[src/rtl/lrr_pkg.sv]
`timescale 1ns / 1ps
// ----------------------------------------------------------------------------
// lrr_pkg: shared types for the line and rectangle rasterizer
// Command codes and the control group passed from the top level to the core.
// ----------------------------------------------------------------------------
package lrr_pkg;

    typedef enum logic [1:0] {
        CMD_LOAD_LINE = 2'd0,
        CMD_LOAD_RECT = 2'd1,
        CMD_STEP      = 2'd2,
        CMD_UNUSED    = 2'd3
    } t_cmd_e;

    // Rectangle sides, clockwise from the origin
    typedef enum logic [1:0] {
        SIDE_TOP    = 2'd0,
        SIDE_RIGHT  = 2'd1,
        SIDE_BOTTOM = 2'd2,
        SIDE_LEFT   = 2'd3
    } t_side_e;

    typedef struct packed {
        logic load_line;
        logic load_rect;
        logic step;
    } t_ctrl;

endpackage

[src/rtl/lrr_cmd_if.sv]
`timescale 1ns / 1ps
// ----------------------------------------------------------------------------
// lrr_cmd_if: command channel
// Valid/ready channel carrying one command item per handshake.
// ----------------------------------------------------------------------------
interface lrr_cmd_if #(
    parameter int COORD_BITS = 16
);
    logic                         valid;
    logic                         ready;
    logic [1:0]                   command;
    logic signed [COORD_BITS-1:0] start_x;
    logic signed [COORD_BITS-1:0] start_y;
    logic signed [COORD_BITS-1:0] end_x_or_width;
    logic signed [COORD_BITS-1:0] end_y_or_height;
    logic [23:0]                  draw_color;

    modport source (
        output valid, command, start_x, start_y, end_x_or_width, end_y_or_height,
               draw_color,
        input  ready
    );
    modport sink (
        input  valid, command, start_x, start_y, end_x_or_width, end_y_or_height,
               draw_color,
        output ready
    );
endinterface

[src/rtl/lrr_pix_if.sv]
`timescale 1ns / 1ps
// ----------------------------------------------------------------------------
// lrr_pix_if: pixel channel
// Valid/ready channel carrying one plotted pixel item per handshake.
// ----------------------------------------------------------------------------
interface lrr_pix_if #(
    parameter int COORD_BITS = 16
);
    logic                       valid;
    logic                       ready;
    logic signed [COORD_BITS:0] pixel_x;
    logic signed [COORD_BITS:0] pixel_y;
    logic [23:0]                pixel_color;
    logic                       shape_done;

    modport source (
        output valid, pixel_x, pixel_y, pixel_color, shape_done,
        input  ready
    );
    modport sink (
        input  valid, pixel_x, pixel_y, pixel_color, shape_done,
        output ready
    );
endinterface

[src/rtl/lrr_line_setup.sv]
`timescale 1ns / 1ps
// ----------------------------------------------------------------------------
// lrr_line_setup: Bresenham line setup
// Absolute deltas, step directions and initial error term for one segment.
// ----------------------------------------------------------------------------
module lrr_line_setup #(
    parameter int COORD_BITS = 16
) (
    input  logic signed [COORD_BITS:0]   i_x0,
    input  logic signed [COORD_BITS:0]   i_y0,
    input  logic signed [COORD_BITS:0]   i_x1,
    input  logic signed [COORD_BITS:0]   i_y1,
    output logic [COORD_BITS+1:0]        o_dx,
    output logic [COORD_BITS+1:0]        o_dy,
    output logic                         o_sx,
    output logic                         o_sy,
    output logic signed [COORD_BITS+3:0] o_err
);
    localparam int DW = COORD_BITS + 2;
    localparam int EW = COORD_BITS + 4;

    logic signed [DW-1:0] w_ddx;
    logic signed [DW-1:0] w_ddy;

    assign w_ddx = DW'(i_x1) - DW'(i_x0);
    assign w_ddy = DW'(i_y1) - DW'(i_y0);

    assign o_sx = w_ddx[DW-1];
    assign o_sy = w_ddy[DW-1];
    assign o_dx = w_ddx[DW-1] ? DW'(-w_ddx) : DW'(w_ddx);
    assign o_dy = w_ddy[DW-1] ? DW'(-w_ddy) : DW'(w_ddy);

    assign o_err = $signed({{(EW-DW){1'b0}}, o_dx}) - $signed({{(EW-DW){1'b0}}, o_dy});

endmodule

[src/rtl/lrr_core.sv]
`timescale 1ns / 1ps
// ----------------------------------------------------------------------------
// lrr_core: shape state and Bresenham stepper
// Holds the loaded shape, presents the current pixel on a step and advances.
// ----------------------------------------------------------------------------
module lrr_core import lrr_pkg::*; #(
    parameter int COORD_BITS = 16
) (
    input  logic                         i_clk,
    input  logic                         i_rst_n,
    input  t_ctrl                        i_ctrl,
    input  logic signed [COORD_BITS-1:0] i_start_x,
    input  logic signed [COORD_BITS-1:0] i_start_y,
    input  logic signed [COORD_BITS-1:0] i_end_x_or_width,
    input  logic signed [COORD_BITS-1:0] i_end_y_or_height,
    input  logic [23:0]                  i_draw_color,
    output logic                         o_res_valid,
    output logic signed [COORD_BITS:0]   o_pixel_x,
    output logic signed [COORD_BITS:0]   o_pixel_y,
    output logic [23:0]                  o_pixel_color,
    output logic                         o_shape_done
);
    localparam int PW = COORD_BITS + 1;
    localparam int DW = COORD_BITS + 2;
    localparam int EW = COORD_BITS + 4;

    logic                 r_busy;
    logic                 r_rect_mode;
    t_side_e              r_side;
    logic signed [PW-1:0] r_cx1, r_cy1, r_cx2, r_cy2;
    logic signed [PW-1:0] r_cur_x, r_cur_y, r_tgt_x, r_tgt_y;
    logic [DW-1:0]        r_dx, r_dy;
    logic                 r_sx, r_sy;
    logic signed [EW-1:0] r_err;
    logic [23:0]          r_color;

    logic                 n_busy;
    logic                 n_rect_mode;
    t_side_e              n_side;
    logic signed [PW-1:0] n_cx1, n_cy1, n_cx2, n_cy2;
    logic signed [PW-1:0] n_cur_x, n_cur_y, n_tgt_x, n_tgt_y;
    logic [DW-1:0]        n_dx, n_dy;
    logic                 n_sx, n_sy;
    logic signed [EW-1:0] n_err;
    logic [23:0]          n_color;

    logic signed [PW-1:0] w_ax, w_ay, w_bx, w_by;
    logic signed [PW-1:0] w_x0, w_y0, w_x1, w_y1;
    logic [DW-1:0]        w_dx, w_dy;
    logic                 w_sx, w_sy;
    logic signed [EW-1:0] w_err;
    logic                 w_at_target;
    logic                 w_next_side;
    t_side_e              w_side_sel;
    logic signed [EW:0]   w_e2, w_neg_dy, w_dx_e;
    logic signed [EW-1:0] w_dx_ee, w_dy_ee;
    logic                 w_mv_x, w_mv_y;

    assign w_ax = PW'(i_start_x);
    assign w_ay = PW'(i_start_y);
    assign w_bx = PW'(i_end_x_or_width);
    assign w_by = PW'(i_end_y_or_height);

    assign w_at_target = (r_cur_x == r_tgt_x) && (r_cur_y == r_tgt_y);
    assign w_next_side = r_rect_mode && (r_side != SIDE_LEFT);
    assign w_side_sel  = t_side_e'(r_side + 2'd1);

    // Segment endpoints: new line, top side of a new rectangle, or next side
    always_comb begin
        if (i_ctrl.load_line) begin
            w_x0 = w_ax;
            w_y0 = w_ay;
            w_x1 = w_bx;
            w_y1 = w_by;
        end else if (i_ctrl.load_rect) begin
            w_x0 = w_ax;
            w_y0 = w_ay;
            w_x1 = w_ax + w_bx;
            w_y1 = w_ay;
        end else begin
            unique case (w_side_sel)
                SIDE_TOP: begin
                    w_x0 = r_cx1; w_y0 = r_cy1; w_x1 = r_cx2; w_y1 = r_cy1;
                end
                SIDE_RIGHT: begin
                    w_x0 = r_cx2; w_y0 = r_cy1; w_x1 = r_cx2; w_y1 = r_cy2;
                end
                SIDE_BOTTOM: begin
                    w_x0 = r_cx2; w_y0 = r_cy2; w_x1 = r_cx1; w_y1 = r_cy2;
                end
                SIDE_LEFT: begin
                    w_x0 = r_cx1; w_y0 = r_cy2; w_x1 = r_cx1; w_y1 = r_cy1;
                end
            endcase
        end
    end

    lrr_line_setup #(
        .COORD_BITS (COORD_BITS)
    ) u_setup (
        .i_x0  (w_x0),
        .i_y0  (w_y0),
        .i_x1  (w_x1),
        .i_y1  (w_y1),
        .o_dx  (w_dx),
        .o_dy  (w_dy),
        .o_sx  (w_sx),
        .o_sy  (w_sy),
        .o_err (w_err)
    );

    // One Bresenham update
    assign w_e2     = {r_err, 1'b0};
    assign w_dx_e   = $signed({{(EW+1-DW){1'b0}}, r_dx});
    assign w_neg_dy = -$signed({{(EW+1-DW){1'b0}}, r_dy});
    assign w_dx_ee  = $signed({{(EW-DW){1'b0}}, r_dx});
    assign w_dy_ee  = $signed({{(EW-DW){1'b0}}, r_dy});
    assign w_mv_x   = w_e2 > w_neg_dy;
    assign w_mv_y   = w_e2 < w_dx_e;

    always_comb begin
        n_busy      = r_busy;
        n_rect_mode = r_rect_mode;
        n_side      = r_side;
        n_cx1       = r_cx1;
        n_cy1       = r_cy1;
        n_cx2       = r_cx2;
        n_cy2       = r_cy2;
        n_cur_x     = r_cur_x;
        n_cur_y     = r_cur_y;
        n_tgt_x     = r_tgt_x;
        n_tgt_y     = r_tgt_y;
        n_dx        = r_dx;
        n_dy        = r_dy;
        n_sx        = r_sx;
        n_sy        = r_sy;
        n_err       = r_err;
        n_color     = r_color;
        if (i_ctrl.load_line || i_ctrl.load_rect) begin
            n_busy      = 1'b1;
            n_rect_mode = i_ctrl.load_rect;
            n_side      = SIDE_TOP;
            n_color     = i_draw_color;
            if (i_ctrl.load_rect) begin
                n_cx1 = w_ax;
                n_cy1 = w_ay;
                n_cx2 = w_ax + w_bx;
                n_cy2 = w_ay + w_by;
            end
        end else if (i_ctrl.step && r_busy && w_at_target) begin
            if (w_next_side) begin
                n_side = w_side_sel;
            end else begin
                n_busy = 1'b0;
            end
        end else if (i_ctrl.step && r_busy) begin
            n_err = r_err - (w_mv_x ? w_dy_ee : EW'(0)) + (w_mv_y ? w_dx_ee : EW'(0));
            if (w_mv_x) begin
                n_cur_x = r_cur_x + (r_sx ? {PW{1'b1}} : PW'(1));
            end
            if (w_mv_y) begin
                n_cur_y = r_cur_y + (r_sy ? {PW{1'b1}} : PW'(1));
            end
        end
        // Load a fresh segment on a new shape or at a rectangle corner
        if (i_ctrl.load_line || i_ctrl.load_rect ||
            (i_ctrl.step && r_busy && w_at_target && w_next_side)) begin
            n_cur_x = w_x0;
            n_cur_y = w_y0;
            n_tgt_x = w_x1;
            n_tgt_y = w_y1;
            n_dx    = w_dx;
            n_dy    = w_dy;
            n_sx    = w_sx;
            n_sy    = w_sy;
            n_err   = w_err;
        end
    end

    always_ff @(posedge i_clk) begin
        if (!i_rst_n) begin
            r_busy      <= 1'b0;
            r_rect_mode <= 1'b0;
            r_side      <= SIDE_TOP;
            r_cx1       <= '0;
            r_cy1       <= '0;
            r_cx2       <= '0;
            r_cy2       <= '0;
            r_cur_x     <= '0;
            r_cur_y     <= '0;
            r_tgt_x     <= '0;
            r_tgt_y     <= '0;
            r_dx        <= '0;
            r_dy        <= '0;
            r_sx        <= 1'b0;
            r_sy        <= 1'b0;
            r_err       <= '0;
            r_color     <= '0;
        end else begin
            r_busy      <= n_busy;
            r_rect_mode <= n_rect_mode;
            r_side      <= n_side;
            r_cx1       <= n_cx1;
            r_cy1       <= n_cy1;
            r_cx2       <= n_cx2;
            r_cy2       <= n_cy2;
            r_cur_x     <= n_cur_x;
            r_cur_y     <= n_cur_y;
            r_tgt_x     <= n_tgt_x;
            r_tgt_y     <= n_tgt_y;
            r_dx        <= n_dx;
            r_dy        <= n_dy;
            r_sx        <= n_sx;
            r_sy        <= n_sy;
            r_err       <= n_err;
            r_color     <= n_color;
        end
    end

    assign o_res_valid   = i_ctrl.step && r_busy;
    assign o_pixel_x     = r_cur_x;
    assign o_pixel_y     = r_cur_y;
    assign o_pixel_color = r_color;
    assign o_shape_done  = w_at_target && !w_next_side;

    a_done_idles: assert property (@(posedge i_clk) disable iff (!i_rst_n)
        (o_res_valid && o_shape_done) |=> !r_busy)
        else $error("core still busy after final pixel");

    a_line_side: assert property (@(posedge i_clk) disable iff (!i_rst_n)
        !r_rect_mode |-> (r_side == SIDE_TOP))
        else $error("side index moved while tracing a line");

    a_load_busy: assert property (@(posedge i_clk) disable iff (!i_rst_n)
        (i_ctrl.load_line || i_ctrl.load_rect) |=> (r_busy && r_side == SIDE_TOP))
        else $error("load did not start a new shape");

endmodule

[src/rtl/line_and_rect_rasterizer_top.sv]
`timescale 1ns / 1ps
// ----------------------------------------------------------------------------
// line_and_rect_rasterizer_top: line and rectangle outline rasterizer
// Command decode, Bresenham core and registered pixel output.
// ----------------------------------------------------------------------------
// Takes one command item per clock while the pixel sink keeps up. Load-line and
// load-rectangle commands latch a shape and give no pixel; each step command
// while a shape is active gives one pixel item in the next cycle, so a shape
// streams out at one pixel per clock with steps issued back to back and no sink
// stall. The figure is set by the core's Bresenham update (one add and compare
// per axis) feeding one output register; the command side stalls only while
// that register holds a pixel the sink has not taken. Rectangles emit four
// sides clockwise, so each corner appears twice; shape_done marks the final pixel.
module line_and_rect_rasterizer_top import lrr_pkg::*; #(
    parameter int COORD_BITS = 16
) (
    input  logic      i_clk,
    input  logic      i_rst_n,
    lrr_cmd_if.sink   i_cmd,
    lrr_pix_if.source o_pix
);
    localparam int PW = COORD_BITS + 1;

    t_ctrl                w_ctrl;
    t_cmd_e               w_cmd;
    logic                 w_in_acc;
    logic                 w_res_valid;
    logic signed [PW-1:0] w_px, w_py;
    logic [23:0]          w_pcolor;
    logic                 w_pdone;

    logic                 r_out_valid, n_out_valid;
    logic signed [PW-1:0] r_out_x, r_out_y;
    logic [23:0]          r_out_color;
    logic                 r_out_done;

    assign i_cmd.ready = !r_out_valid || o_pix.ready;
    assign w_in_acc    = i_cmd.valid && i_cmd.ready;
    assign w_cmd       = t_cmd_e'(i_cmd.command);

    always_comb begin
        w_ctrl = '0;
        if (w_in_acc) begin
            unique case (w_cmd)
                CMD_LOAD_LINE: w_ctrl.load_line = 1'b1;
                CMD_LOAD_RECT: w_ctrl.load_rect = 1'b1;
                CMD_STEP:      w_ctrl.step      = 1'b1;
                CMD_UNUSED:    w_ctrl           = '0;
            endcase
        end
    end

    lrr_core #(
        .COORD_BITS (COORD_BITS)
    ) u_core (
        .i_clk             (i_clk),
        .i_rst_n           (i_rst_n),
        .i_ctrl            (w_ctrl),
        .i_start_x         (i_cmd.start_x),
        .i_start_y         (i_cmd.start_y),
        .i_end_x_or_width  (i_cmd.end_x_or_width),
        .i_end_y_or_height (i_cmd.end_y_or_height),
        .i_draw_color      (i_cmd.draw_color),
        .o_res_valid       (w_res_valid),
        .o_pixel_x         (w_px),
        .o_pixel_y         (w_py),
        .o_pixel_color     (w_pcolor),
        .o_shape_done      (w_pdone)
    );

    // Hold the pixel until taken; a new item lands only when the slot frees
    always_comb begin
        n_out_valid = r_out_valid;
        if (w_res_valid) begin
            n_out_valid = 1'b1;
        end else if (o_pix.ready) begin
            n_out_valid = 1'b0;
        end
    end

    always_ff @(posedge i_clk) begin
        if (!i_rst_n) begin
            r_out_valid <= 1'b0;
        end else begin
            r_out_valid <= n_out_valid;
        end
    end

    always_ff @(posedge i_clk) begin
        if (w_res_valid) begin
            r_out_x     <= w_px;
            r_out_y     <= w_py;
            r_out_color <= w_pcolor;
            r_out_done  <= w_pdone;
        end
    end

    assign o_pix.valid       = r_out_valid;
    assign o_pix.pixel_x     = r_out_x;
    assign o_pix.pixel_y     = r_out_y;
    assign o_pix.pixel_color = r_out_color;
    assign o_pix.shape_done  = r_out_done;

    a_pixel_from_step: assert property (@(posedge i_clk) disable iff (!i_rst_n)
        (r_out_valid && !$past(r_out_valid)) |-> $past(w_in_acc && w_cmd == CMD_STEP))
        else $error("pixel appeared without a step command");

    a_no_overwrite: assert property (@(posedge i_clk) disable iff (!i_rst_n)
        (r_out_valid && !o_pix.ready) |-> !w_res_valid)
        else $error("pending pixel overwritten");

endmodule

[src/flat_wrapper.sv]
// flat-port wrapper written by rule: the top's interface ports become plain ports
module line_and_rect_rasterizer_top_flat import lrr_pkg::*;
#(
    parameter int COORD_BITS = 16
)
  (i_clk, i_rst_n, i_cmd_valid, i_cmd_command, i_cmd_start_x, i_cmd_start_y, i_cmd_end_x_or_width, i_cmd_end_y_or_height, i_cmd_draw_color, i_cmd_ready, o_pix_valid, o_pix_pixel_x, o_pix_pixel_y, o_pix_pixel_color, o_pix_shape_done, o_pix_ready);
  lrr_cmd_if #(.COORD_BITS(COORD_BITS)) i_cmd_i ();
  lrr_pix_if #(.COORD_BITS(COORD_BITS)) o_pix_i ();
  input  logic i_clk;
  input  logic i_rst_n;
  input wire logic [$bits(i_cmd_i.valid)-1:0] i_cmd_valid;
  input wire logic [$bits(i_cmd_i.command)-1:0] i_cmd_command;
  input wire logic [$bits(i_cmd_i.start_x)-1:0] i_cmd_start_x;
  input wire logic [$bits(i_cmd_i.start_y)-1:0] i_cmd_start_y;
  input wire logic [$bits(i_cmd_i.end_x_or_width)-1:0] i_cmd_end_x_or_width;
  input wire logic [$bits(i_cmd_i.end_y_or_height)-1:0] i_cmd_end_y_or_height;
  input wire logic [$bits(i_cmd_i.draw_color)-1:0] i_cmd_draw_color;
  output wire logic [$bits(i_cmd_i.ready)-1:0] i_cmd_ready;
  output wire logic [$bits(o_pix_i.valid)-1:0] o_pix_valid;
  output wire logic [$bits(o_pix_i.pixel_x)-1:0] o_pix_pixel_x;
  output wire logic [$bits(o_pix_i.pixel_y)-1:0] o_pix_pixel_y;
  output wire logic [$bits(o_pix_i.pixel_color)-1:0] o_pix_pixel_color;
  output wire logic [$bits(o_pix_i.shape_done)-1:0] o_pix_shape_done;
  input wire logic [$bits(o_pix_i.ready)-1:0] o_pix_ready;
  assign i_cmd_i.valid = i_cmd_valid;
  assign i_cmd_i.command = i_cmd_command;
  assign i_cmd_i.start_x = i_cmd_start_x;
  assign i_cmd_i.start_y = i_cmd_start_y;
  assign i_cmd_i.end_x_or_width = i_cmd_end_x_or_width;
  assign i_cmd_i.end_y_or_height = i_cmd_end_y_or_height;
  assign i_cmd_i.draw_color = i_cmd_draw_color;
  assign i_cmd_ready = i_cmd_i.ready;
  assign o_pix_valid = o_pix_i.valid;
  assign o_pix_pixel_x = o_pix_i.pixel_x;
  assign o_pix_pixel_y = o_pix_i.pixel_y;
  assign o_pix_pixel_color = o_pix_i.pixel_color;
  assign o_pix_shape_done = o_pix_i.shape_done;
  assign o_pix_i.ready = o_pix_ready;
  line_and_rect_rasterizer_top #(.COORD_BITS(COORD_BITS)) u_core (.i_clk(i_clk), .i_rst_n(i_rst_n), .i_cmd(i_cmd_i), .o_pix(o_pix_i));
endmodule
[config.mk]
export PLATFORM = sky130hd
export DESIGN_NAME = line_and_rect_rasterizer_top_flat
export DESIGN_NICKNAME = d
export VERILOG_FILES = /design/src/rtl/lrr_pkg.sv /design/src/rtl/lrr_cmd_if.sv /design/src/rtl/lrr_pix_if.sv /design/src/rtl/lrr_line_setup.sv /design/src/rtl/lrr_core.sv /design/src/rtl/line_and_rect_rasterizer_top.sv /design/src/flat_wrapper.sv
export SDC_FILE = /design/constraint.sdc
export NUM_CORES = 1
export LEC_CHECK = 0
export ABC_AREA = 1
export BUFFER_PORTS_ARGS = -buffer_cell sky130_fd_sc_hd__buf_4
export CORE_MARGIN = 2
export CORE_UTILIZATION = 56
export DETAILED_ROUTE_END_ITERATION = 10
export PLACE_DENSITY_LB_ADDON = 0.3
export REMOVE_ABC_BUFFERS = 1
export SLEW_MARGIN = 20
export SYNTH_ARGS = -nofsm -noshare
export SYNTH_HDL_FRONTEND = slang
export SYNTH_SLANG_ARGS = --single-unit
[constraint.sdc]
create_clock -name i_clk -period 6 [get_ports i_clk]
set_input_delay 0.6 -clock i_clk [delete_from_list [all_inputs] [get_ports i_clk]]
set_output_delay 0.6 -clock i_clk [all_outputs]
set_load 0.01 [all_outputs]
# Word level (Yosys, flattened, before mapping)
# Index checks and enable logic that the tools add are counted.
# op_classes
n_lt_le_gt_ge,2
n_reduce_logical,30
bitwise_logic,1
shifts,0
n_div,0
eq_ne,11
n_mul,0
addsub,13
mux,41
# op_table
operator,count
$mux W17,20
$pmux W17 S2,4
$mux W20,4
$mux W18,4
$neg A18 Y18,2
$sub A17 B17 Y18,2
$add A16 B16 Y17,2
$add A17 B17 Y17,2
$eq A17 B17 Y1,2
$gt A21 B21 Y1,1
$lt A21 B19 Y1,1
$neg A18 Y21,1
$add A20 B19 Y20,1
$sub A20 B19 Y20,1
$sub A18 B18 Y19,1
$reduce_bool A2 Y1,5
$reduce_or A2 Y1,5
$mux W1,8
$reduce_and A4 Y1,2
$logic_and A1 B1 Y1,7
$eq A2 B2 Y1 const B,3
$ne A2 B1 Y1 const B,3
$reduce_and A2 Y1,3
$eq A2 B1 Y1 const B,2
8 further kinds,12
# totals
romBits,0
mem_bits_rw,0
wordCells,120
output_inout_bits,61
memories,0
latch_bits,0
ff_bits,280
input_bits,94

# Logic depth before layout (Yosys ltp)
# depth
word_depth,11
ltp_mapped,44
depth_no_buf,42

# By module
# A second synthesis with hierarchy kept.
# hier_totals
cells_unflattened,3348
area_unflattened_um2,22232.6
# by_module_without_submodules
mod,seq_area_each_um2,area_per_inst_um2,cells_each,n_inst
lrr_core,4404.2,16494.6,2590,1
lrr_line_setup,0.0,3887.5,684,1
line_and_rect_rasterizer_top,1791.7,1850.5,74,1

# Least setup slack after synthesis
# OpenSTA, ideal clock, no wires.
# synth_path
path_kind,input to register
startpoint,input port i_cmd_end_x_or_width[0]
endpoint,register u_core.u_core.r_err[18]
stages,44
setup_time_ns,0.109
required_ns,5.891
arrival_ns,5.867
n_path_buf,2
path_slack_ns,0.024
path_cell_list,ha_1 fa_1 nand3_1 nand2_1 nand2_1 nand2_1 nand2_1 nand2_1 a21oi_1 o21ai_0 a21boi_0 nor2_1 nor3_1 o21ai_0 nand2_1 nand2_1 nand2_1 ha_1 [... 8 more ...] xor2_1 inv_1 ha_1 inv_1 nor4_1 nand3_1 o2111ai_1 nand2_1 nand2_1 nand3_1 nand2_1 nand3_1 nand3_2 nand2_1 nand2_1 nand3_1 nand2_1 inv_1
# synth_between
word_cells_on_any_way,8
classes_between,4 x add/sub; 4 x mux
# synth_lines
item,line_no,source
from (decl),flat_wrapper.sv:15,input wire logic [$bits(i_cmd_i.end_x_or_width)-1:0] i_cmd_end_x_or_width;
$add A16 B16 Y17,lrr_core.sv:78,w_x1 = w_ax + w_bx;
$mux W17,lrr_core.sv:75,end else if (i_ctrl.load_rect) begin
$mux W17,lrr_core.sv:70,if (i_ctrl.load_line) begin
named net u_core.u_core.u_setup.i_x1[16],lrr_line_setup.sv:11,"input logic signed [COORD_BITS:0] i_x1,"
$sub A17 B17 Y18,lrr_line_setup.sv:25,assign w_ddx = DW'(i_x1) - DW'(i_x0);
$mux W18,lrr_line_setup.sv:30,assign o_dx = w_ddx[DW-1] ? DW'(-w_ddx) : DW'(w_ddx);
named net u_core.u_core.u_setup.o_dx[6],lrr_line_setup.sv:13,"output logic [COORD_BITS+1:0] o_dx,"
$sub A18 B18 Y19,lrr_line_setup.sv:33,"assign o_err = $signed({{(EW-DW){1'b0}}, o_dx}) - $signed({{(EW-DW){1'b0}}, o_dy});"
$mux W20,lrr_core.sv:166,if (i_ctrl.load_line || i_ctrl.load_rect ||
to (signal assigned),lrr_core.sv:215,r_err <= n_err;
to (decl),lrr_core.sv:34,logic signed [EW-1:0] r_err;
# The timed path passes the listed nets, and every way through them passes these cells.
# A chain may end at the register's enable or synchronous reset.

# Worst setup path in the final report
# layout_path
startpoint,register u_core.u_core.r_dy[1]
endpoint,register u_core.u_core.r_err[12]
# layout_between
elab_chain_len,9
# layout_rtl
item,line_no,source
from (decl),lrr_core.sv:32,"logic [DW-1:0] r_dx, r_dy;"
from (signal assigned),lrr_core.sv:212,r_dy <= n_dy;
$neg A18 Y21,lrr_core.sv:115,"assign w_neg_dy = -$signed({{(EW+1-DW){1'b0}}, r_dy});"
$gt A21 B21 Y1,lrr_core.sv:118,assign w_mv_x = w_e2 > w_neg_dy;
$mux W18 *,lrr_core.sv:157,n_err = r_err - (w_mv_x ? w_dy_ee : EW'(0)) + (w_mv_y ? w_dx_ee : EW'(0));
$sub A20 B19 Y20 *,lrr_core.sv:157,
$add A20 B19 Y20 *,lrr_core.sv:157,
$mux W20 *,lrr_core.sv:156,end else if (i_ctrl.step && r_busy) begin
$mux W20 *,lrr_core.sv:150,end else if (i_ctrl.step && r_busy && w_at_target) begin
$mux W20 *,lrr_core.sv:139,if (i_ctrl.load_line || i_ctrl.load_rect) begin
$mux W20 *,lrr_core.sv:166,
# Every way passes the cells marked *; elsewhere a longest branch is shown, timed or not. The select of a mux whose other input is x is not followed.

==> flow_metrics.py <==
metrics = {
    "clock_network": {
        "clock_latency_ns": 0.54,
        "root_buffer": "clkbuf_16",
        "cts-htree-levels": 2,
        "clkSinkCount": 280,
        "cts_buffer_depth": 3,
        "cts_made_buffers": 34,
        "clk_pin_slew_ns": 0.06,
        "cts_tree": "yes",
    },
    "floorplan": {
        "rows": 70,
        "io_pins": 155,
        "start_util_pct": 57.1,
        "die_w_um": 197,
        "fp.dieH_um": 197,
        "dieArea_um2": 39000,
        "core-area_um2": 36700,
    },
    "cells_and_area": {
        "drive_gt1_share_pct": 19.6,
        "layout.nets": 3648,
        "antenna_cells": 0,
        "syn2layout_area_growth_pct": 24.2,
        "n_fill_cell": 2959,
    },
    "yosys": {
        "synth.avg_cell_area_um2": 6.91,
        "yosys_warnings": 0,
        "seq_area_frac_synth_pct": 29.6,
        "yosysUniqueCellTypes": 52,
        "async_reset_ff_share_pct": 0,
        "syn_inst": 3032,
        "syn_area_um2": 20900,
        "ys_dominant_reg_cell": "dfxtp_1",
        "ys_ff_latch": 280,
        "synth-edff-count": 59,
    },
    "drt": {
        "drt.antenna.violating_nets": 0,
        "first_pass_iters": 6,
        "wirelength_mm": 64.8,
        "wl_per_cell_um": 16.8,
        "via_per_inst": 5.73,
        "drt_iter0_drc": 1709,
        "drcViolationCount": 0,
        "vias": 22000,
    },
    "global_routing": {
        "grt_pass1_vias": 21600,
        "grt_pass1_wl_mm": 104,
        "grt_antenna_before_repair": 0,
        "grt_usage_pct": 32.8,
        "grt_max_degree": 106,
        "overflow": 0,
    },
    "worst_hold_path": {
        "hold_end": "u_core.u_core.o_pixel_color[18]",
        "holdPathStages": 3,
        "worst_hold_startpoint": "i_cmd_draw_color[18]",
        "hp-class": "primary input to register",
    },
    "worst_setup_path": {
        "worstRegToRegCells": 35,
        "crit_path_frequent_cell": "nor2_2",
        "cpMaxStageDelayCell": "fa_1",
        "cp_slowest_stage_delay_ns": 0.42,
        "cp-end-kind": "register",
        "crit_fanout": 10,
        "path_class": "register to register",
        "timing.rr.end": "u_core.u_core.r_err[12]",
        "crit_required_ns": 6.40,
        "reg2reg_slack_ns": 0.07,
        "start_kind": "register",
        "reg2reg_from": "u_core.u_core.r_dy[1]",
        "worstPathArrival_ns": 6.32,
    },
    "status": {
        "outcome": "finished clean",
    },
    "sta": {
        "finalHoldViolCount": 0,
        "period_share_pct": 98.8,
        "slew_violations": 0,
        "clock.fmax_mhz": 169,
        "rsz0062_at_grt": "true",
        "setup_violations": 0,
        "fin_setup_tns_ns": 0,
        "fin_crit_ns": 5.93,
        "worst_slack_ns": 0.0748,
        "tightest_slew_ns": 0.977,
        "clock_skew_ns": 0.0231,
        "slew_headroom_pct": 34.9,
    },
    "power_and_ir_drop": {
        "finalPower_mw": 9.73,
        "power.density_nw_per_um2": 374,
        "ir_drop_v": 0.000248,
        "cellLeakagePower_nw": 12.8,
    },
    "placement": {
        "globalplace.congestion": 0.967,
        "dp_hpwl_mm": 47.7,
        "port_buffers": 154,
        "pre_cts_slack_ns": -0.319,
    },
    "run": {
        "maxCapViolations": 0,
    },
}
==> cell usage in the layout (no fill, tap or decap), types with 32 or more instances in the layout <==
cell type / Yosys / routed
a21oi_1: 275 / 252
buf_4: 3 / 391
clkbuf_16: 0 / 36
dfxtp_1: 221 / 219
edfxtp_1: 59 / 59
ha_1: 175 / 154
inv_1: 368 / 361
nand2_1: 575 / 569
nand2_2: 28 / 32
nand3_1: 136 / 128
nor2_1: 371 / 352
o211ai_1: 39 / 39
o21ai_0: 282 / 258
xor2_1: 108 / 103
==> cell usage after synthesis (5+ instances only) <==
master | number | area (um^2)
nand3_2 | 10 | 100
o21bai_1 | 6 | 45.0
or2_2 | 9 | 56.3
o311ai_0 | 12 | 105
a211oi_1 | 22 | 165
a21oi_1 | 275 | 1380
nor2_2 | 10 | 62.6
o211ai_1 | 39 | 293
xor2_1 | 108 | 946
a31oi_1 | 25 | 156
dfxtp_1 | 221 | 4420
inv_2 | 17 | 63.8
nand4_1 | 24 | 150
nand3_1 | 136 | 681
o31ai_1 | 8 | 60.1
edfxtp_1 | 59 | 1770
buf_1 | 8 | 30.0
xnor2_1 | 19 | 166
nand3b_1 | 7 | 52.6
a21o_1 | 5 | 37.5
o21ai_0 | 282 | 1410
inv_1 | 368 | 1380
fa_1 | 25 | 500
nor2_1 | 371 | 1390
clkbuf_1 | 80 | 300
nor4_1 | 12 | 75.1
o22ai_1 | 5 | 31.3
nor3_1 | 34 | 170
ha_1 | 175 | 2190
nand2_2 | 28 | 175
buf_2 | 19 | 95.1
nand2_1 | 575 | 2160
==> registers in the layout, summed over array words and instances, names as in the netlist, 16 cells and up <==
name	cells
u_core.u_core.o_pixel_y	17
u_core.u_core.r_cy1	16
u_core.u_core.o_pixel_x	17
u_core.u_core.r_dy	18
u_core.o_pix.pixel_x	17
u_core.u_core.o_pixel_color	24
u_core.u_core.r_tgt_y	17
u_core.o_pix.pixel_color	24
u_core.u_core.r_cy2	17
u_core.o_pix.pixel_y	17
u_core.u_core.r_tgt_x	17
u_core.u_core.r_cx1	16
u_core.u_core.r_dx	18
u_core.u_core.r_cx2	17
u_core.u_core.r_err	20
==> critical path, delay by kind of cell, from the launching register on <==
kind,cells,cell delay [ns]
flops,1,0.34
compound gates,10,1.45
fa+ha+maj,4,1.06
xor+xnor,1,0.23
simple gates,14,2.02
buf+inv,6,0.67
==> area by class of cell <==
class / count / area [um^2] / share of cell area (%)
flip-flops and latches: 280 / 6200 / 23.8
inverters: 387 / 1460 / 5.59
clock inverters: 11 / 111 / 0.428
repair buffers: 399 / 3080 / 11.9
multi-input cells: 2252 / 13600 / 52.1
clock buffers: 51 / 1020 / 3.91
well taps: 468 / 586 / 2.25
==> power by group <==
| group | internal (mW) | switching (mW) | total (mW) |
|---|---|---|---|
| logic | 2.37 | 3.08 | 5.45 |
| registers | 2.06 | 0.144 | 2.21 |
| clock network | 1.23 | 0.844 | 2.07 |
| total | 5.65 | 4.07 | 9.73 |
==> routing by layer <==
layer	share of wire, %	global-route usage (%)	routed length [um]	vias to the layer above
met5	0	0	0	-
met4	3.9	12.6	2500	0
met3	7.9	5.69	5090	182
met2	46	55.4	29900	899
met1	42	41.7	27300	10300
li1	-	-	-	10700
==> worst max-delay path by stage <==
stage                              endpoint  depth (start not counted)  slack, ns               startpoint
floorplan           u_core.u_core.r_err[18]                         38      -4.00              o_pix_ready
global placement    u_core.u_core.r_err[18]                         42      -0.21  i_cmd_end_x_or_width[0]
detailed placement  u_core.u_core.r_err[19]                         42      -0.32  i_cmd_end_x_or_width[0]
CTS                 u_core.u_core.r_err[18]                         39       0.03    u_core.u_core.r_dy[0]
global route        u_core.u_core.r_err[18]                         39      -0.24    u_core.u_core.r_dy[1]
finish              u_core.u_core.r_err[12]                         35       0.07    u_core.u_core.r_dy[1]
==> cell families after synthesis <==
family | after synthesis | synth area share (%)
compound gates | 697 | 18.3
xor+xnor | 128 | 5.44
fa+ha+maj | 200 | 12.8
buf+inv | 500 | 9.20
flops | 280 | 29.6
mux | 2 | 0.0956
simple gates | 1225 | 24.6
==> metrics by stage <==
| step | area (um^2) | hold slack [ns] | std cells | utilization, % |
|---|---|---|---|---|
| after global routing | 26000 | 0.280 | 3848 | 70.9 |
| after detailed placement | 24000 | 0.411 | 3775 | 65.5 |
| final | 26000 | 0.283 | 3848 | 70.9 |
| after floorplan | 20500 | 0.403 | 2919 | - |
| after global placement | 24000 | 0.407 | 3775 | 65.5 |
| after CTS | 25200 | 0.278 | 3838 | 68.7 |
==> timing repair <==
action,CTS,global route
setup buffers,1,9
gates cloned,0,1
pin swaps,3,53
endpoints found under the setup margin,9,15
hold buffers,0,0
gates resized for setup,16,160
Power figures use the tool's default switching activity.
